**src/sv/x86_16bit_instruction_decoder_unit_assert.svh**
```systemverilog
// Assertion macros for the decoder unit.
`ifndef X86_16BIT_INSTRUCTION_DECODER_UNIT_ASSERT_SVH
`define X86_16BIT_INSTRUCTION_DECODER_UNIT_ASSERT_SVH
`define X86D_ASSERT_IMPL(lbl, clk, rst_n, prop, msg) \
    lbl: assert property (@(posedge clk) disable iff (!rst_n) prop) else $error(msg);
`define X86D_ASSERT_NEXT(lbl, clk, rst_n, a, b, msg) \
    lbl: assert property (@(posedge clk) disable iff (!rst_n) (a) |=> (b)) else $error(msg);
`endif

```
**src/sv/x86d_pkg.sv**
```systemverilog
// ---------------------------------------------------------------------------
// x86d_pkg
// Types and constants for the 8086 instruction decoder.
// ---------------------------------------------------------------------------
`timescale 1ns / 1ps
package x86d_pkg;
    localparam int CODE_W = 56;
    localparam int ADDR_W = 16;
    localparam logic [ADDR_W-1:0] RESET_ADDR = 16'h0100;
    localparam logic [6:0] MN_MOV = 7'd0;
    localparam logic [6:0] MN_PUSH = 7'd1;
    localparam logic [6:0] MN_POP = 7'd2;
    localparam logic [6:0] MN_XCHG = 7'd3;
    localparam logic [6:0] MN_INC = 7'd16;
    localparam logic [6:0] MN_DEC = 7'd21;
    localparam logic [6:0] MN_TEST = 7'd43;
    localparam logic [6:0] MN_REP = 7'd46;
    localparam logic [6:0] MN_CALL = 7'd52;
    localparam logic [6:0] MN_JMP = 7'd53;
    localparam logic [6:0] MN_INT = 7'd76;
    localparam logic [6:0] MN_ESC = 7'd88;
    localparam logic [1:0] PFX_NONE = 2'd0;
    localparam logic [1:0] PFX_REP = 2'd1;
    localparam logic [1:0] PFX_REPNZ = 2'd2;

    typedef struct packed {
        logic        known;
        logic [2:0]  length;
        logic [6:0]  mnemonic;
        logic [1:0]  prefix_kind;
        logic        far_form;
        logic        width_bit;
        logic        direction_bit;
        logic [7:0]  modrm_byte;
        logic signed [15:0] displacement;
        logic [15:0] immediate;
        logic [15:0] target;
    } t_result;

    typedef logic [7:0] t_ops8 [8];
    localparam t_ops8 ALU_OPS = '{8'd14, 8'd44, 8'd15, 8'd20, 8'd42, 8'd19, 8'd45, 8'd23};
    localparam t_ops8 UNARY_OPS = '{8'd43, 8'd43, 8'd34, 8'd22, 8'd26, 8'd27, 8'd29, 8'd30};
    localparam t_ops8 SHIFT_OPS = '{8'd38, 8'd39, 8'd40, 8'd41, 8'd35, 8'd36, 8'd35, 8'd37};
    localparam t_ops8 INCDEC_OPS = '{8'd16, 8'd21, 8'd52, 8'd52, 8'd53, 8'd53, 8'd1, 8'd21};
    typedef logic [7:0] t_ops16 [16];
    localparam t_ops16 JCC_OPS = '{8'd62, 8'd70, 8'd59, 8'd67, 8'd56, 8'd64, 8'd60, 8'd68,
                                   8'd63, 8'd71, 8'd61, 8'd69, 8'd57, 8'd65, 8'd58, 8'd66};

    function automatic logic is_known(input logic [7:0] op);
        is_known = !(op == 8'h26 || op == 8'h2E || op == 8'h36 || op == 8'h3E ||
                     op[7:4] == 4'h6 || op == 8'hC0 || op == 8'hC1 || op == 8'hC8 ||
                     op == 8'hC9 || op == 8'hD6 || op == 8'hF1);
    endfunction
endpackage

```
**src/sv/x86d_if.sv**
```systemverilog
// ---------------------------------------------------------------------------
// x86d_if
// Valid/ready channel carrying one payload.
// ---------------------------------------------------------------------------
`timescale 1ns / 1ps
interface x86d_if #(parameter int W = 8);
    logic         valid;
    logic         ready;
    logic [W-1:0] data;
    modport source (output valid, output data, input ready);
    modport sink (input valid, input data, output ready);
endinterface

```
**src/sv/x86d_core.sv**
```systemverilog
// ---------------------------------------------------------------------------
// x86d_core
// Combinational decode of one instruction from a window of code bytes.
// ---------------------------------------------------------------------------
`timescale 1ns / 1ps
module x86d_core #(
    parameter int WINDOW_BYTES = 7
) (
    input  logic [x86d_pkg::CODE_W-1:0] i_window,
    input  logic [x86d_pkg::ADDR_W-1:0] i_addr,
    output x86d_pkg::t_result           o_res
);
    import x86d_pkg::*;

    logic [7:0] b [8];
    logic [7:0] op0, op1, op, rb, m;
    logic       pre, use1;
    logic [2:0] p, reg_f, n, mlen, lenp;
    logic [1:0] mo;
    logic       has_rel, rel_w, mr, imm_on, imm_w, w, dv;
    logic [2:0] ip;
    logic [15:0] rel, disp_m;

    always_comb begin
        for (int k = 0; k < 8; k++) begin
            b[k] = (k < WINDOW_BYTES) ? i_window[(k%7)*8 +: 8] : 8'h00;
            if (k >= 7) b[k] = 8'h00;
        end
    end

    always_comb begin
        o_res = '0;
        op0 = b[0];
        op1 = b[1];
        pre = is_known(op0) && (op0 == 8'hF2 || op0 == 8'hF3);
        use1 = pre && is_known(op1) && op1 != 8'hF2 && op1 != 8'hF3;
        p = use1 ? 3'd1 : 3'd0;
        op = use1 ? op1 : op0;
        rb = use1 ? b[2] : b[1];
        reg_f = rb[5:3];
        w = op[0];
        dv = op[1];
        mr = 1'b0;
        imm_on = 1'b0;
        imm_w = 1'b0;
        has_rel = 1'b0;
        rel_w = 1'b0;
        n = 3'd1;
        rel = '0;
        lenp = 3'd1;
        // ModRM field decode, valid when mr is set.
        m = rb;
        mo = m[7:6];
        ip = p + 3'd2;
        if ((mo == 2'd0 && m[2:0] == 3'd6) || mo == 2'd2) begin
            mlen = 3'd3;
            disp_m = {b[ip + 3'd1], b[ip]};
        end else if (mo == 2'd1) begin
            mlen = 3'd2;
            disp_m = {{8{b[ip][7]}}, b[ip]};
        end else begin
            mlen = 3'd1;
            disp_m = '0;
        end
        if (!is_known(op0)) begin
            o_res.length = 3'd1;
        end else begin
            o_res.known = 1'b1;
            o_res.prefix_kind = !pre ? PFX_NONE : (op0 == 8'hF3) ? PFX_REP : PFX_REPNZ;
            if (op < 8'h40) begin
                if (op[2:0] < 3'd4) begin
                    o_res.mnemonic = ALU_OPS[op[5:3]][6:0];
                    o_res.width_bit = w; o_res.direction_bit = dv; mr = 1'b1;
                end else if (op[2:0] < 3'd6) begin
                    o_res.mnemonic = ALU_OPS[op[5:3]][6:0];
                    o_res.width_bit = w; imm_on = 1'b1; imm_w = w;
                end else if (op[2:0] == 3'd6) begin
                    o_res.mnemonic = MN_PUSH;
                end else if (op < 8'h20) begin
                    o_res.mnemonic = MN_POP;
                end else begin
                    o_res.mnemonic = (op == 8'h27) ? 7'd18 : (op == 8'h2F) ? 7'd25 :
                                     (op == 8'h37) ? 7'd17 : 7'd24;
                end
            end else if (op < 8'h60) begin
                case (op[4:3])
                    2'd0: o_res.mnemonic = MN_INC;
                    2'd1: o_res.mnemonic = MN_DEC;
                    2'd2: o_res.mnemonic = MN_PUSH;
                    default: o_res.mnemonic = MN_POP;
                endcase
            end else if (op[7:4] == 4'h7) begin
                o_res.mnemonic = JCC_OPS[op[3:0]][6:0]; has_rel = 1'b1;
            end else if (op <= 8'h83) begin
                o_res.mnemonic = ALU_OPS[reg_f][6:0];
                o_res.width_bit = w; o_res.direction_bit = dv;
                mr = 1'b1; imm_on = 1'b1; imm_w = w && !dv;
            end else if (op <= 8'h8B) begin
                o_res.mnemonic = (op < 8'h86) ? MN_TEST : (op < 8'h88) ? MN_XCHG : MN_MOV;
                o_res.width_bit = w; mr = 1'b1;
                if (op >= 8'h88) o_res.direction_bit = dv;
            end else if (op <= 8'h8F) begin
                o_res.mnemonic = (op == 8'h8D) ? 7'd7 : (op == 8'h8F) ? MN_POP : MN_MOV;
                o_res.width_bit = 1'b1; mr = 1'b1;
            end else if (op < 8'h98) begin
                o_res.mnemonic = MN_XCHG;
            end else if (op >= 8'hA0 && op <= 8'hA3) begin
                o_res.mnemonic = MN_MOV; o_res.width_bit = w;
                o_res.displacement = {b[p + 3'd2], b[p + 3'd1]};
                n = 3'd3;
            end else if (op >= 8'hA4 && op <= 8'hAF) begin
                case (op[3:1])
                    3'd2: o_res.mnemonic = 7'd47;
                    3'd3: o_res.mnemonic = 7'd48;
                    3'd4: o_res.mnemonic = 7'd43;
                    3'd5: o_res.mnemonic = 7'd51;
                    3'd6: o_res.mnemonic = 7'd50;
                    default: o_res.mnemonic = 7'd49;
                endcase
                o_res.width_bit = w;
                if (op == 8'hA8 || op == 8'hA9) begin
                    imm_on = 1'b1; imm_w = w;
                end
            end else if (op[7:4] == 4'hB) begin
                o_res.mnemonic = MN_MOV; o_res.width_bit = op[3];
                imm_on = 1'b1; imm_w = op[3];
            end else if (op >= 8'hD0 && op <= 8'hD3) begin
                o_res.mnemonic = SHIFT_OPS[reg_f][6:0];
                o_res.width_bit = w; o_res.direction_bit = dv; mr = 1'b1;
            end else if (op >= 8'hD8 && op <= 8'hDF) begin
                o_res.mnemonic = MN_ESC; o_res.width_bit = 1'b1; mr = 1'b1;
            end else if (op >= 8'hE0 && op <= 8'hE3) begin
                case (op[1:0])
                    2'd0: o_res.mnemonic = 7'd74;
                    2'd1: o_res.mnemonic = 7'd73;
                    2'd2: o_res.mnemonic = 7'd72;
                    default: o_res.mnemonic = 7'd75;
                endcase
                has_rel = 1'b1;
            end else if (op >= 8'hE4 && op <= 8'hE7) begin
                o_res.mnemonic = (op < 8'hE6) ? 7'd4 : 7'd5;
                o_res.width_bit = w; imm_on = 1'b1;
            end else if (op >= 8'hEC && op <= 8'hEF) begin
                o_res.mnemonic = (op < 8'hEE) ? 7'd4 : 7'd5; o_res.width_bit = w;
            end else if (op == 8'hF6 || op == 8'hF7) begin
                o_res.mnemonic = UNARY_OPS[reg_f][6:0]; o_res.width_bit = w; mr = 1'b1;
                if (reg_f == 3'd0) begin
                    imm_on = 1'b1; imm_w = w;
                end
            end else if (op == 8'hFE || op == 8'hFF) begin
                o_res.mnemonic = (reg_f == 3'd7 && op == 8'hFF) ? MN_JMP :
                                 INCDEC_OPS[reg_f][6:0];
                o_res.width_bit = w; mr = 1'b1;
                o_res.far_form = (reg_f == 3'd3 || reg_f == 3'd5);
            end else begin
                case (op)
                    8'h98: o_res.mnemonic = 7'd32;
                    8'h99: o_res.mnemonic = 7'd33;
                    8'h9A, 8'hEA: begin
                        o_res.mnemonic = (op == 8'h9A) ? MN_CALL : MN_JMP;
                        o_res.far_form = 1'b1;
                        o_res.immediate = {b[p + 3'd2], b[p + 3'd1]};
                        o_res.target = {b[p + 3'd4], b[p + 3'd3]};
                        n = 3'd5;
                    end
                    8'h9B: o_res.mnemonic = 7'd87;
                    8'h9C: o_res.mnemonic = 7'd12;
                    8'h9D: o_res.mnemonic = 7'd13;
                    8'h9E: o_res.mnemonic = 7'd11;
                    8'h9F: o_res.mnemonic = 7'd10;
                    8'hC2: begin o_res.mnemonic = 7'd54; imm_on = 1'b1; imm_w = 1'b1; end
                    8'hC3: o_res.mnemonic = 7'd54;
                    8'hC4: begin o_res.mnemonic = 7'd9; o_res.width_bit = 1'b1; mr = 1'b1; end
                    8'hC5: begin o_res.mnemonic = 7'd8; o_res.width_bit = 1'b1; mr = 1'b1; end
                    8'hC6, 8'hC7: begin
                        o_res.mnemonic = MN_MOV; o_res.width_bit = w; mr = 1'b1;
                        imm_on = 1'b1; imm_w = w;
                    end
                    8'hCA: begin o_res.mnemonic = 7'd55; imm_on = 1'b1; imm_w = 1'b1; end
                    8'hCB: o_res.mnemonic = 7'd55;
                    8'hCC: begin o_res.mnemonic = MN_INT; o_res.immediate = 16'd3; end
                    8'hCD: begin o_res.mnemonic = MN_INT; imm_on = 1'b1; end
                    8'hCE: o_res.mnemonic = 7'd77;
                    8'hCF: o_res.mnemonic = 7'd78;
                    8'hD4: begin o_res.mnemonic = 7'd28; imm_on = 1'b1; end
                    8'hD5: begin o_res.mnemonic = 7'd31; imm_on = 1'b1; end
                    8'hD7: o_res.mnemonic = 7'd19;
                    8'hE8: begin o_res.mnemonic = MN_CALL; has_rel = 1'b1; rel_w = 1'b1; end
                    8'hE9: begin o_res.mnemonic = MN_JMP; has_rel = 1'b1; rel_w = 1'b1; end
                    8'hEB: begin o_res.mnemonic = MN_JMP; has_rel = 1'b1; end
                    8'hF0: o_res.mnemonic = 7'd89;
                    8'hF4: o_res.mnemonic = 7'd86;
                    8'hF5: o_res.mnemonic = 7'd80;
                    8'hF8: o_res.mnemonic = 7'd79;
                    8'hF9: o_res.mnemonic = 7'd81;
                    8'hFA: o_res.mnemonic = 7'd84;
                    8'hFB: o_res.mnemonic = 7'd85;
                    8'hFC: o_res.mnemonic = 7'd82;
                    8'hFD: o_res.mnemonic = 7'd83;
                    default: begin
                        o_res.mnemonic = MN_REP; o_res.direction_bit = op[0];
                    end
                endcase
            end
            if (mr) begin
                o_res.modrm_byte = m;
                o_res.displacement = disp_m;
                n = 3'd1 + mlen;
            end
            if (imm_on) begin
                o_res.immediate = imm_w ? {b[p + n + 3'd1], b[p + n]} : {8'h00, b[p + n]};
                n = n + (imm_w ? 3'd2 : 3'd1);
            end
            if (has_rel) begin
                rel = rel_w ? {b[p + 3'd2], b[p + 3'd1]} : {{8{b[p + 3'd1][7]}}, b[p + 3'd1]};
                n = rel_w ? 3'd3 : 3'd2;
            end else begin
                rel = '0;
            end
            lenp = p + n;
            o_res.length = lenp;
            if (has_rel) o_res.target = i_addr + 16'(lenp) + rel;
        end
    end
endmodule

```
**src/sv/x86_16bit_instruction_decoder_unit.sv**
```systemverilog
// ---------------------------------------------------------------------------
// x86_16bit_instruction_decoder_unit
// Decodes one 8086 instruction per request and tracks the code address.
// ---------------------------------------------------------------------------
// Each accepted request is decoded in the cycle it is taken and its result is
// registered, so one instruction per clock is sustained while the response side
// is ready; the only chain from one request to the next is the address add
// through the running address. Results appear in the cycle after acceptance.
// Writing the start address reloads the running address.
`timescale 1ns / 1ps
`include "x86_16bit_instruction_decoder_unit_assert.svh"
module x86_16bit_instruction_decoder_unit #(
    parameter int WINDOW_BYTES = 7
) (
    input  logic                         i_clk,
    input  logic                         i_rst_n,
    input  logic                         i_cfg_we,
    input  logic [x86d_pkg::ADDR_W-1:0]  i_cfg_wdata,
    x86d_if.sink                         i_req,
    x86d_if.source                       o_rsp
);
    import x86d_pkg::*;

    logic [ADDR_W-1:0] r_addr, n_addr;
    logic              r_valid;
    t_result           r_res, w_res;
    logic              acc;

    x86d_core #(.WINDOW_BYTES(WINDOW_BYTES)) u_core (
        .i_window (i_req.data[CODE_W-1:0]),
        .i_addr   (r_addr),
        .o_res    (w_res)
    );

    assign i_req.ready = !r_valid || o_rsp.ready;
    assign acc = i_req.valid && i_req.ready;
    assign o_rsp.valid = r_valid;
    assign o_rsp.data = r_res;

    always_comb begin
        n_addr = r_addr;
        if (i_cfg_we) begin
            n_addr = i_cfg_wdata;
        end else if (acc) begin
            n_addr = r_addr + 16'(w_res.length);
        end
    end

    always_ff @(posedge i_clk) begin
        if (!i_rst_n) begin
            r_addr <= RESET_ADDR;
            r_valid <= 1'b0;
        end else begin
            r_addr <= n_addr;
            if (acc) begin
                r_valid <= 1'b1;
            end else if (o_rsp.ready) begin
                r_valid <= 1'b0;
            end
        end
        if (acc) begin
            r_res <= w_res;
        end
    end

    `X86D_ASSERT_NEXT(a_addr_adv, i_clk, i_rst_n, acc && !i_cfg_we,
        r_addr == $past(r_addr) + 16'($past(w_res.length)), "address did not advance")
    `X86D_ASSERT_NEXT(a_valid_set, i_clk, i_rst_n, acc, r_valid, "result lost")
    `X86D_ASSERT_IMPL(a_len_ok, i_clk, i_rst_n, r_valid |-> r_res.length != 3'd0,
        "zero length")
endmodule

```
**src/flat_wrapper.sv**
```systemverilog
// flat-port wrapper written by rule: the top's interface ports become plain ports
module x86_16bit_instruction_decoder_unit_flat import x86d_pkg::*;
#(
    parameter int WINDOW_BYTES = 7
)
  (i_clk, i_rst_n, i_cfg_we, i_cfg_wdata, i_req_valid, i_req_data, i_req_ready, o_rsp_valid, o_rsp_data, o_rsp_ready);
  x86d_if #(.W(CODE_W)) i_req_i ();
  x86d_if #(.W(($bits(t_result)))) o_rsp_i ();
  input  logic i_clk;
  input  logic i_rst_n;
  input  logic i_cfg_we;
  input  logic [x86d_pkg::ADDR_W-1:0] i_cfg_wdata;
  input wire logic [$bits(i_req_i.valid)-1:0] i_req_valid;
  input wire logic [$bits(i_req_i.data)-1:0] i_req_data;
  output wire logic [$bits(i_req_i.ready)-1:0] i_req_ready;
  output wire logic [$bits(o_rsp_i.valid)-1:0] o_rsp_valid;
  output wire logic [$bits(o_rsp_i.data)-1:0] o_rsp_data;
  input wire logic [$bits(o_rsp_i.ready)-1:0] o_rsp_ready;
  assign i_req_i.valid = i_req_valid;
  assign i_req_i.data = i_req_data;
  assign i_req_ready = i_req_i.ready;
  assign o_rsp_valid = o_rsp_i.valid;
  assign o_rsp_data = o_rsp_i.data;
  assign o_rsp_i.ready = o_rsp_ready;
  x86_16bit_instruction_decoder_unit #(.WINDOW_BYTES(WINDOW_BYTES)) u_core (.i_clk(i_clk), .i_rst_n(i_rst_n), .i_cfg_we(i_cfg_we), .i_cfg_wdata(i_cfg_wdata), .i_req(i_req_i), .o_rsp(o_rsp_i));
endmodule
```
**config.mk**
```make
export PLATFORM = sky130hd
export DESIGN_NAME = x86_16bit_instruction_decoder_unit_flat
export DESIGN_NICKNAME = d
export VERILOG_FILES = /design/src/sv/x86d_pkg.sv /design/src/sv/x86d_if.sv /design/src/sv/x86d_core.sv /design/src/sv/x86_16bit_instruction_decoder_unit.sv /design/src/flat_wrapper.sv
export VERILOG_INCLUDE_DIRS = /design/src /design/src/sv
export SDC_FILE = /design/constraint.sdc
export NUM_CORES = 1
export LEC_CHECK = 0
export CELL_PAD_IN_SITES_DETAIL_PLACEMENT = 1
export CELL_PAD_IN_SITES_GLOBAL_PLACEMENT = 2
export CORE_ASPECT_RATIO = 1.2
export CORE_MARGIN = 3
export CORE_UTILIZATION = 30
export CTS_CLUSTER_DIAMETER = 200
export DETAILED_ROUTE_END_ITERATION = 8
export DONT_BUFFER_PORTS = 1
export PLACE_DENSITY = 0.76
export SYNTH_ARGS = -nofsm -noshare
export SYNTH_HDL_FRONTEND = slang
export SYNTH_SLANG_ARGS = --single-unit
```
**constraint.sdc**
```tcl
create_clock -name i_clk -period 11.1 [get_ports i_clk]
set_input_delay 1.11 -clock i_clk [delete_from_list [all_inputs] [get_ports i_clk]]
set_output_delay 1.11 -clock i_clk [all_outputs]
set_load 0.01 [all_outputs]
```
; ---- After elaboration in Yosys (flattened, before gate mapping)
; Memories as Yosys holds them, arrays and structs flattened.
; Index checks and enable logic that the tools add are counted.
; W data, S select, Z words.
[op_classes]
n_addsub = 13
magnitude_cmp = 38
n_eq_ne = 91
muxes = 292
n_bitwise = 12
reduce_logical = 68
[op_table]
columns = operator, count
row1 = $eq A8 B8 Y1 const B, 58
row2 = $mux W48, 7
row3 = $mux W32, 10
row4 = $mux W7, 32
row5 = $pmux W7 S30, 1
row6 = $mux W16, 13
row7 = $bmux W8 S3, 7
row8 = $mux W1, 141
row9 = $mux W8, 16
row10 = $mux W3, 41
row11 = $eq A8 B6 Y1 const B, 11
row12 = $le A8 B8 Y1 const B, 10
row13 = $ge A8 B8 Y1 const B, 8
row14 = $lt A8 B8 Y1 const B, 5
row15 = $ge A4 B4 Y1 const B, 9
row16 = $reduce_or A36 Y1, 1
row17 = $add A16 B3 Y16, 2
row18 = $not A3 Y4, 8
row19 = $pmux W16 S2, 1
row20 = $logic_or A1 B1 Y1, 27
row21 = $pmux W5 S5, 1
row22 = $mux W2, 12
row23 = $reduce_or A2 Y1, 11
row24 = $eq A3 B3 Y1 const B, 7
row25 = other kinds (36), 75
[word_totals]
reg_bits = 89
rom_bits = 448
input_bits = 77
out_inout_bits = 74
elab_cells = 533
mem_count = 6
[memory_table]
columns = name, words, word_bits, rd, rd_ports_with_merged_regs, write_ports, line_no
row1 = (no name shown), 16, 8, 1, 0, 0, x86d_core.sv:93  ; o_res.mnemonic = JCC_OPS[op[3:0]][6:0]; has_rel = 1'b1;
row2 = (no name shown), 8, 8, 1, 0, 0, x86d_core.sv:152  ; INCDEC_OPS[reg_f][6:0];
row3 = (no name shown), 8, 8, 1, 0, 0, x86d_core.sv:146  ; o_res.mnemonic = UNARY_OPS[reg_f][6:0]; o_res.width_bit = w; mr = 1'b1;
row4 = (no name shown), 8, 8, 1, 0, 0, x86d_core.sv:128  ; o_res.mnemonic = SHIFT_OPS[reg_f][6:0];
row5 = (no name shown), 8, 8, 1, 0, 0, x86d_core.sv:95  ; o_res.mnemonic = ALU_OPS[reg_f][6:0];
row6 = (no name shown), 8, 8, 1, 0, 0, x86d_core.sv:75  ; o_res.mnemonic = ALU_OPS[op[5:3]][6:0];

; ---- Longest topological paths before layout
; Gate-level depths: netlist of run 1.
[logic_depth]
ltp_word = 50
depth_mapped = 43
ltp_nobuf = 38

; ---- By module
; A second synthesis of run 1 with hierarchy kept.
[unflattened]
cells_unflattened = 1086
area_unflattened_um2 = 9141.3
[modules_own_cells]
columns = module, instances, cells_each, area_each_um2, seq_area_each_um2
row1 = x86d_core, 1, 887, 5934.4, 0.0
row2 = x86_16bit_instruction_decoder_unit, 1, 199, 3206.8, 2502.4

; ---- Worst setup path after synthesis of run 1
; OpenSTA, ideal clock, no wires.
[synth_path]
path_type = in2reg
from = input port i_req_data[14]
to = register u_core.r_res (netlist bit u_core.o_rsp.data[14]) (data pin)
setup_time_ns = 0.270
t_arrival_ns = 8.561
t_required_ns = 10.830
path_slack_ns = 2.270
path_stages = 39
path_buffers = 4
path_cell_list = buf_2 -> and4bb_1 -> a31oi_4 -> o211ai_4 -> clkbuf_1 -> o21ai_1 -> inv_1 -> ha_1 -> clkbuf_1 -> or2_0 -> nand2_1 -> a211o_1 -> buf_2 -> o2111ai_2 -> nor2_1 -> o21ai_0 -> o21ai_0 -> ha_1 -> [... 3 more ...] -> nand2_1 -> ha_1 -> or3_1 -> and2_1 -> fa_1 -> inv_1 -> ha_1 -> a21o_1 -> a21oi_1 -> o21ai_0 -> a21oi_1 -> o21ba_2 -> o21ai_0 -> o41ai_1 -> o21bai_1 -> a21oi_1 -> xor2_1 -> o21ai_0
[synth_via]
elab_chain_len = 47
elab_cells_between_ends = 273
cone_classes = 8 x add/sub / 22 x order compare / 38 x eq/ne / 165 x mux / 3 x bitwise / 37 x reduce/logical
[synth_lines]
columns = element, line_no
row1 = "start, declared", flat_wrapper.sv:14  ; input wire logic [$bits(i_req_i.data)-1:0] i_req_data;
row2 = $eq A8 B6 Y1, x86d_pkg.sv:50  ; is_known = !(op == 8'h26 || op == 8'h2E || op == 8'h36 || op == 8'h3E ||
row3 = $logic_or A1 B1 Y1 (4 in series), x86d_pkg.sv:50
row4 = $logic_or A1 B1 Y1 (4 in series), x86d_pkg.sv:51  ; op[7:4] == 4'h6 || op == 8'hC0 || op == 8'hC1 || op == 8'hC8 ||
row5 = $logic_or A1 B1 Y1 (2 in series), x86d_pkg.sv:52  ; op == 8'hC9 || op == 8'hD6 || op == 8'hF1);
row6 = $logic_not A1 Y1, x86d_pkg.sv:50
row7 = $logic_and A1 B1 Y1 (3 in series), x86d_core.sv:36  ; use1 = pre && is_known(op1) && op1 != 8'hF2 && op1 != 8'hF3;
row8 = $mux W8, x86d_core.sv:38  ; op = use1 ? op1 : op0;
row9 = $eq A8 B8 Y1, x86d_core.sv:156  ; case (op)
row10 = [... 22 more ...], n/a
row11 = $add A3 B2 Y3, x86d_core.sv:212  ; n = n + (imm_w ? 3'd2 : 3'd1);
row12 = $mux W3, x86d_core.sv:210  ; if (imm_on) begin
row13 = $mux W3, x86d_core.sv:214  ; if (has_rel) begin
row14 = $mux W3, x86d_core.sv:65  ; if (!is_known(op0)) begin
row15 = $add A1 B3 Y3, x86d_core.sv:220  ; lenp = p + n;
row16 = $add A16 B3 Y16, x86d_core.sv:222  ; if (has_rel) o_res.target = i_addr + 16'(lenp) + rel;
row17 = $add A16 B16 Y16, x86d_core.sv:222
row18 = $mux W16 *, x86d_core.sv:222
row19 = "end signal, assigned", x86_16bit_instruction_decoder_unit.sv:62  ; r_res <= w_res;
row20 = "end, declared", x86_16bit_instruction_decoder_unit.sv:26  ; t_result r_res, w_res;
; Mark *: on every way between the ends. The rest lies on a longest branch, timed or not. The select of a mux whose other input is x is not followed.
; A chain may end at the register's enable or synchronous reset.

; ---- Worst setup path after layout of run 1
[layout_path]
from = input port i_req_data[9]
to = register u_core.r_res (netlist bit u_core.o_rsp.data[14]) (data pin)
; The elaborated chain is that of the path after synthesis.

==> results of run 1 <==
[critical path: cells and delay by family]
kind	cells	cell delay, ns
xor gates and xnor gates	1	0.16
adders and majority gates	6	2.00
muxes	1	0.15
and+or+nand+nor	8	1.70
buffers and inverters	3	0.47
AOI/OAI and AO/OA	17	3.69
[path summary, 6_finish.rpt]
| path | cells after the start | to | slack (ns) | from |
|---|---|---|---|---|
| min reg2reg | 2 | u_core.o_rsp.valid | 0.67 | u_core.o_rsp.valid |
| max | 36 | u_core.o_rsp.data[14] | 1.88 | i_req_data[9] |
| min | 2 | u_core.o_rsp.valid | 0.67 | u_core.o_rsp.valid |
| max reg2reg | 17 | u_core.o_rsp.data[15] | 7.31 | u_core.r_addr[1] |
[state kept, by name, indices dropped and copies added (netlist names)]
signal	flops
u_core.o_rsp.data	72
u_core.o_rsp.valid	1
u_core.r_addr	16
[cells by family after synthesis]
group | count (synthesis)
AOI/OAI and AO/OA | 339
and+or+nand+nor | 328
buffers and inverters | 100
DFF | 89
muxes | 84
adders and majority gates | 60
xor gates and xnor gates | 31
[cell usage after synthesis, types with 7 or more instances]
master	number	share of area
a211oi_1	12	0.010
a21o_1	13	0.011
a21oi_1	67	0.037
a22o_1	8	0.0078
a22oi_1	8	0.0067
a31oi_1	10	0.0069
and2_1	26	0.018
and3_1	8	0.0055
buf_2	10	0.0055
clkbuf_1	39	0.016
dfxtp_1	17	0.038
edfxtp_1	72	0.24
ha_1	54	0.075
inv_1	38	0.016
mux2_2	10	0.012
mux2i_1	54	0.060
mux4_2	16	0.040
nand2_1	119	0.050
nand2b_1	7	0.0049
nand3_1	17	0.0094
nand4_1	8	0.0055
nor2_1	73	0.030
nor2b_1	17	0.012
nor3_1	15	0.0083
o21a_1	12	0.010
o21ai_0	79	0.044
o22ai_1	52	0.036
xnor2_1	15	0.015
xor2_1	14	0.014
[power by group through the flow]
stage	logic [mW]	clock network (mW)	registers, mW
after floorplan	0.219	0	0.418
after global placement	0.301	0	0.426
after detailed placement	0.301	0	0.425
after CTS	0.304	0.321	0.418
after global routing	0.333	0.332	0.420
final	0.306	0.313	0.417
[layer usage]
layer  track usage  up-vias  part of all wire
li1              -     3860                 -
met1        0.2712     4205              0.38
met2        0.4008      399              0.49
met3       0.05280      132             0.063
met4        0.1360        0             0.068
met5             0        -                 0
[layout make-up]
cell class | count | area, um2
clock inverters | 7 | 68.82
inverters | 41 | 155.1
clock buffers | 9 | 225.2
multi-input cells | 842 | 6095
flip-flops and latches | 89 | 2502
fillers | 3396 | 19430
repair buffers | 30 | 225.2
well taps | 385 | 481.7
[layout by cell type, fill, tap and decap left out, types with 30 or more instances in the layout]
master	synthesis	final
nand2_1	119	119
o21ai_0	79	78
nor2_1	73	73
edfxtp_1	72	72
a21oi_1	67	67
mux2i_1	54	54
ha_1	54	54
o22ai_1	52	52
inv_1	38	37
buf_4	0	30
[per-stage QoR]
stage | power, mW | instance area (um2) | cells | utilization
floorplan | 0.6371 | 9022 | 1031 | -
global placement | 0.7263 | 9459 | 1387 | 0.3241
detailed placement | 0.7255 | 9459 | 1387 | 0.3241
CTS | 1.043 | 9753 | 1403 | 0.3342
global route | 1.085 | 9753 | 1403 | 0.3342
finish | 1.036 | 9753 | 1403 | 0.3342
==> run metrics, run 1 <==
drc violations=0; Worst path slowest cell=fa_1; sw frac=0.3394; GPL Wtd Cong=0.9446; number of flops mapped to enable cells by yosys=72; relative slew slack=0.3345; Int Pwr=a little under 700 uW; GRT overflow=0; Inserted Diodes=0; final hold violations=0; number of cell rows=68; final wirelength=38150 um; Worst-Skew Late Latency=0.36 ns; Max-Cap Viols=0; Routed Antenna Nets=0; Clk network pwr share=0.302; WS Path Type=primary input to register; Max rail drop VDD=roughly 0.078 mV; clk sinks=89; pin count of the biggest net entering global routing=52; Final Worst Setup Slack=1.882 ns; placed wire-length estimate=29630 um; CP max FO=15; Post-Syn Instances=roughly 1000; final worst path period need=9.218 ns; Top Ports=151; Synth warnings=0; postcts setup bufs=0; skew final=0.009006 ns; first-pass GRT wire length=~57000 um; die area=32200 um2; Synth Area in XOR/XNOR=0.03301; area grow syn2layout=8.099%; CP peak stage delay=0.56 ns; Synth Area in Adders=0.08820; Final Slew Violations=0; complex-gate fraction of the synthesized area=0.2559; Die Wd=164.3 um; Synth cell types=99; Finish-stage setup viols=0; IO buf count=0; number of synthesized register bits=slightly below 90; initial antenna violation count=0; Initial Util=0.3092; Syn Nets=1168; Post-Syn Area per Cell=8.751 um2; CTS Hold Bufs=0; Post-synth ARST share=0; Comb power frac=0.295; Hold WS=roughly 0.67 ns; synthesized cell area=9022 um2; HP Class=register to register; CTS Root Cell=clkbuf_16; H-tree levels=3; Setup crit end kind=register; net switching power figure=351.6 uW; vias per inst=6.127; post-route setup TNS=0 ns; PwrDens=106.2 nW/um2; Total GRT Usage=0.2363; WP data required=11.20 ns; Critical Path Start Type=primary input; layout cells sized above 1=0.1120; CTS tree=built; Clock Tree Buf Depth=2; vias in the first global route=8946; sequential cell area fraction in the yosys report=0.2774; Tcrit/Tclk final=0.8305; Vert. Die Dim=196.0 um; total CTS buffers=9; Worst Tran Pin Value=0.9731 ns; clk slew on worst S/H paths=0.07 ns; fmax=between 100 and 150 MHz; status=finished clean; routed length per instance=27.19 um; critical path arrival=~9.3 ns; via count=8596; DRT iter0 DRCs=about 840; pre-CTS setup slack=1.545 ns; post-synthesis mux area share=0.1197; Simple-Gate Fraction of Synth Area=0.1788; drt pass-1 iters=5; largest family of logic cells by synthesized area=compound AO/OA/AOI/OAI gates; P_leak=3.583 nW; top_reg_cell synth=edfxtp_1; post-CTS sizing=0; Seq pwr share=0.403; Core ar.=29180 um2; nets@finish=1150; unrepaired setup endpoints after global routing=no
Power figures use the tool's default switching activity.
==> inputs of run 2 (changes only) <==
- ABC_AREA: default -> 1
- PLACE_DENSITY: 0.76 -> 0.81
- clock period: 11.1 -> 8.5 ns (I/O delays scaled with it)
==> run 2 against run 1 <==
  * Worst hold slack worse by 0.14 ns
  * Critical path type unchanged
  * Final cell count up 26%
  * Sequential share of layout area down 0.94 points
  * Register-to-register slack worse by 2.7 ns
  * Worst setup slack worse by 1.2 ns
==> run metrics, run 2 <==
number of cell rows=70; CTS Root Cell=clkbuf_16; total CTS buffers=9; Vert. Die Dim=~200 um; Synth warnings=0; count leader, synth=nand2_1; Largest register FFs=72; Setup crit end kind=register; number of flops mapped to enable cells by yosys=72; Routed Antenna Nets=0; post-synth top area share=0.2320; Multi-input gate area=5881 um2; Top Ports=151; final wirelength=around 41000 um; drc violations=0; Clock Tree Buf Depth=2; placed wire-length estimate=33050 um; top_reg_cell synth=edfxtp_1; HP Class=register to register; Post-Syn Instances=roughly 1400; Max rail drop VDD=0.07552 mV; WP data required=8.61 ns; critical path arrival=7.89 ns; synthesized cell area=9319 um2; most frequent cells in the layout=nand2_1, inv_1, a21oi_1; Finish-stage setup viols=0; first-pass GRT wire length=between 60000 and 70000 um; Tcrit/Tclk final=0.9159; final hold violations=0; Syn Nets=1506; layout cells sized above 1=0.1023; Initial Util=0.3049; status=finished clean; H-tree levels=3; vias in the first global route=10170; Inserted Diodes=0; Comb power frac=0.315; clk slew on worst S/H paths=roughly 0.080 ns; final worst path period need=about 8 ns; net switching power figure=566.4 uW; clk sinks=89; Clk network pwr share=0.302; skew final=0.008410 ns; dpl cells=1748; sw frac=0.3966; Int Pwr=861.6 uW; DRT iter0 DRCs=696; Post-synth ARST share=0; CP peak stage delay=~0.44 ns; Seq pwr share=0.383; Final Slew Violations=0; Yosys top cell by area=edfxtp_1; area grow syn2layout=8.660%; Worst-Skew Late Latency=0.37 ns; Worst path slowest cell=fa_1; Synth cell types=54; Crit path top cell by count=inv_1; Critical Path Start Type=primary input; CTS tree=built; fill count=between 3000 and 4000; CP max FO=8; vias per inst=around 5.5; register area=2502 um2; pin count of the biggest net entering global routing=43; number of synthesized register bits=just under 90; sequential cell area fraction in the yosys report=0.2685; PwrDens=141.0 nW/um2; IO buf count=0; Post-Syn Area per Cell=~6.8 um2; GRT overflow=0; largest cells by area after synthesis=edfxtp_1, nand2_1, ha_1, a21oi_1, inv_1; routed length per instance=23.39 um; unrepaired setup endpoints after global routing=no; nets@finish=1500; GPL Wtd Cong=0.9556; die area=33220 um2; filler-free cell count of the finished design=between 1500 and 2000; drt pass-1 iters=5; fmax=128.5 MHz; Worst Tran Pin Value=0.9429 ns; Total GRT Usage=0.2454; Max-Cap Viols=0; CTS Hold Bufs=0; commonest non-fill, non-tap cell in the layout=nand2_1; initial antenna violation count=0; Die Wd=166.9 um; top cells by count, synth=nand2_1, inv_1, a21oi_1, nor2_1, o21ai_0; P_leak=around 4.5 nW; WS Path Type=primary input to register; via count=9693; Core ar.=a little over 30000 um2; post-route setup TNS=0 ns; relative slew slack=0.3631
[run 2: per-stage QoR]
step	area [um2]	setup slack, ns	utilization	total power, mW	hold WS, ns
global placement	9814	0.5088	0.3211	1.001	0.5033
detailed placement	9814	0.3536	0.3211	1.005	0.5140
CTS	10130	0.7575	0.3313	1.439	0.5258
floorplan	9319	0.3158	-	0.8641	0.4796
finish	10130	0.7152	0.3313	1.428	0.5218
global route	10130	0.01668	0.3313	1.512	0.5601
[run 2: what timing repair did]
| action | in CTS | in global routing |
|---|---|---|
| setup buffers | 0 | 0 |
| hold endpoints to repair | 0 | 0 |
| endpoints found under the setup margin | 0 | 1 |
| resized for setup | 0 | 1 |
[run 2: cell families (layout without fill, tap and decap cells)]
logic type      after synthesis  after routing  share of synthesized area
fa+ha+maj                    60             60                    0.08539
xor+xnor                     27             27                    0.02940
simple gates                615            615                     0.3017
buf+inv                     230            229                     0.1007
compound gates              348            348                     0.2143
flops                        89             89                     0.2685
[run 2: power by group through the flow]
stage	Combinational, mW	Sequential [mW]	Clock [mW]
floorplan	0.316	0.549	0
global placement	0.443	0.558	0
detailed placement	0.448	0.557	0
CTS	0.451	0.548	0.440
global route	0.503	0.550	0.458
finish	0.450	0.547	0.431
[run 2: path summary, 6_finish.rpt]
check / startpoint / to / slack [ns] / cells after the start
worst max-delay path: i_req_data[3] / u_core.o_rsp.data[15] / 0.72 / 42
worst min register to register: u_core.r_addr[2] / u_core.r_addr[2] / 0.52 / 2
worst min-delay path: u_core.r_addr[2] / u_core.r_addr[2] / 0.52 / 2
worst max register to register: u_core.r_addr[1] / u_core.o_rsp.data[15] / 4.65 / 21
[run 2: final cells by class]
type | instances | area share
Inverter | 179 | 0.06722
Sequential cell | 89 | 0.2471
Multi-Input combinational cell | 1050 | 0.5807
Clock inverter | 7 | 0.008526
Tap cell | 396 | 0.04893
Clock buffer | 9 | 0.02224
Timing Repair Buffer | 34 | 0.02521
[run 2: critical path: cells and delay by family]
| kind | cells | cell delay [ns] |
|---|---|---|
| adder cells (fa/ha/maj) | 7 | 2.17 |
| buffers and inverters | 7 | 0.63 |
| XOR/XNOR | 2 | 0.35 |
| AO/OA/AOI/OAI | 11 | 1.91 |
| AND/OR/NAND/NOR | 15 | 1.98 |
[run 2: routing by layer]
layer | up-vias | global-route usage | share of wire
li1 | 4636 | - | -
met1 | 4675 | 0.2925 | 0.41
met2 | 305 | 0.4487 | 0.51
met3 | 77 | 0.03205 | 0.047
met4 | 0 | 0.09719 | 0.039
met5 | - | 0 | 0
==> inputs of run 3 (changes only) <==
- PLACE_DENSITY: 0.81 -> default
- PLACE_DENSITY_LB_ADDON: default -> 0.1
==> run 3 against run 2 <==
  * Wire length increased by 3.1%
  * Largest cell class unchanged
  * Highest routed layer unchanged
  * Utilization about the same
  * Clock-buffer cell count increased by 1
  * Clock power about the same
  * Register-to-register slack improved by 0.09 ns
  * Critical path depth increased by 1
  * Non-clock buffer count unchanged
==> run metrics, run 3 (synthesized netlist as in run 2, its figures left out) <==
status=finished clean; Final Slew Violations=0; IO buf count=0; H-tree levels=3; Worst-Skew Late Latency=~0.37 ns; number of cell rows=70; Worst Tran Pin Value=1.045 ns; Vert. Die Dim=199.1 um; Critical Path Start Type=primary input; first-pass GRT wire length=63760 um; commonest non-fill, non-tap cell in the layout=nand2_1; Worst R2R Start=u_core.r_addr[1]; Finish-stage setup viols=0; unrepaired setup endpoints after global routing=no; clk slew on worst S/H paths=0.07 ns; Clock Tree Buf Depth=2; Die Wd=between 150 and 200 um; Max rail drop VDD=0.07001 mV; dpl cells=1746; HP Class=register to register; P_leak=4.480 nW; R2R Setup Slk=4.74 ns; relative slew slack=0.3033; vias in the first global route=10040; Initial Util=0.3049; CTS tree=built; Hold WS=0.5292 ns; DRT iter0 DRCs=560; CP peak stage delay=0.44 ns; WP data required=8.59 ns; placed wire-length estimate=34280 um; total CTS buffers=9; Crit path top cell by count=inv_1; most frequent cells in the layout=nand2_1, inv_1, a21oi_1; hold depth=2; Total GRT Usage=0.2527; clk sinks=89; Final Core Density=0.3312; Routed Antenna Nets=0; pin count of the biggest net entering global routing=76; nets@finish=1500; critical path arrival=around 7.8 ns; GPL Wtd Cong=0.9488; Worst Hold Path EP=u_core.r_addr[2]; routed length per instance=24.12 um; CTS Hold Bufs=0; Tcrit/Tclk final=0.9075; RR Endpoint=u_core.o_rsp.data[15]; Inserted Diodes=0; PwrDens=approximately 140 nW/um2; placed cell areas=slightly below 10000 um2; WS Path Type=primary input to register; CTS Root Cell=clkbuf_16; post-route setup TNS=0 ns; final wirelength=42550 um; Max-Cap Viols=0; Hold Startpoint=u_core.r_addr[2]; Core ar.=30570 um2; final worst path period need=roughly 7.7 ns; area grow syn2layout=8.647%; die area=between 30000 and 40000 um2; vias per inst=5.466; via count=9642; layout cells sized above 1=0.1023; Worst path slowest cell=fa_1; Finished Cell Area=10120 um2; skew final=roughly 0.010 ns; initial antenna violation count=0; drc violations=0; Top Ports=151; drt pass-1 iters=5; Largest register FFs=72; final hold violations=0; reg2reg path depth=21; fmax=129.6 MHz; CP max FO=6; GRT overflow=0; Setup crit end kind=register; filler-free cell count of the finished design=1764
## run 3: report_power, final
part / internal (mW) / switching [mW]
clock network: 0.230 / 0.198
registers: 0.513 / 0.0339
logic: 0.138 / 0.317
## run 3: worst max-delay path by stage
stage,start,to,slack [ns],cells past startpoint
2_1_floorplan,i_req_data[8],u_core.o_rsp.data[15],0.32,48
3_3_place_gp,i_req_data[10],u_core.o_rsp.data[15],0.37,44
3_5_place_dp,i_req_data[2],u_core.o_rsp.data[15],0.23,42
4_1_cts,i_req_data[2],u_core.o_rsp.data[15],0.59,42
5_1_grt,i_req_data[2],u_core.o_rsp.data[15],0.08,43
6_report,i_req_data[3],u_core.o_rsp.data[15],0.79,43
## run 3: area by class of cell
| class | count | area [um2] |
|---|---|---|
| Tap cell | 396 | 495.5 |
| Timing Repair Buffer | 34 | 255.2 |
| Multi-Input combinational cell | 1050 | 5897 |
| Clock inverter | 6 | 65.06 |
| Fill cell | 3883 | 20440 |
| Inverter | 179 | 680.7 |
| Clock buffer | 10 | 229.0 |
| Sequential cell | 89 | 2502 |
## run 3: metal layers
layer	vias to the layer above	part of all wire	track usage
met2	221	0.52	0.4708
met1	4723	0.41	0.2958
met3	65	0.035	0.03502
li1	4633	-	-
met5	-	0	0
met4	0	0.035	0.09260
## run 3: what timing repair did
action                     in CTS  in global routing
setup buffers                   0                  2
gates resized for setup         0                  5
setup endpoints to repair       0                  1
## run 3: per-stage QoR
step / setup WS (ns) / power, mW
2_1_floorplan: 0.3158 / 0.8641
3_3_place_gp: 0.3689 / 1.010
3_5_place_dp: 0.2298 / 1.009
4_1_cts: 0.5936 / 1.439
5_1_grt: 0.07759 / 1.516
6_report: 0.7866 / 1.430
## run 3: critical path, delay by kind of cell
family                     cells  cell delay, ns
AOI/OAI and AO/OA             11            1.66
buffers and inverters          7            0.68
adders and majority gates      7            2.17
xor gates and xnor gates       2            0.34
and+or+nand+nor               16            2.08
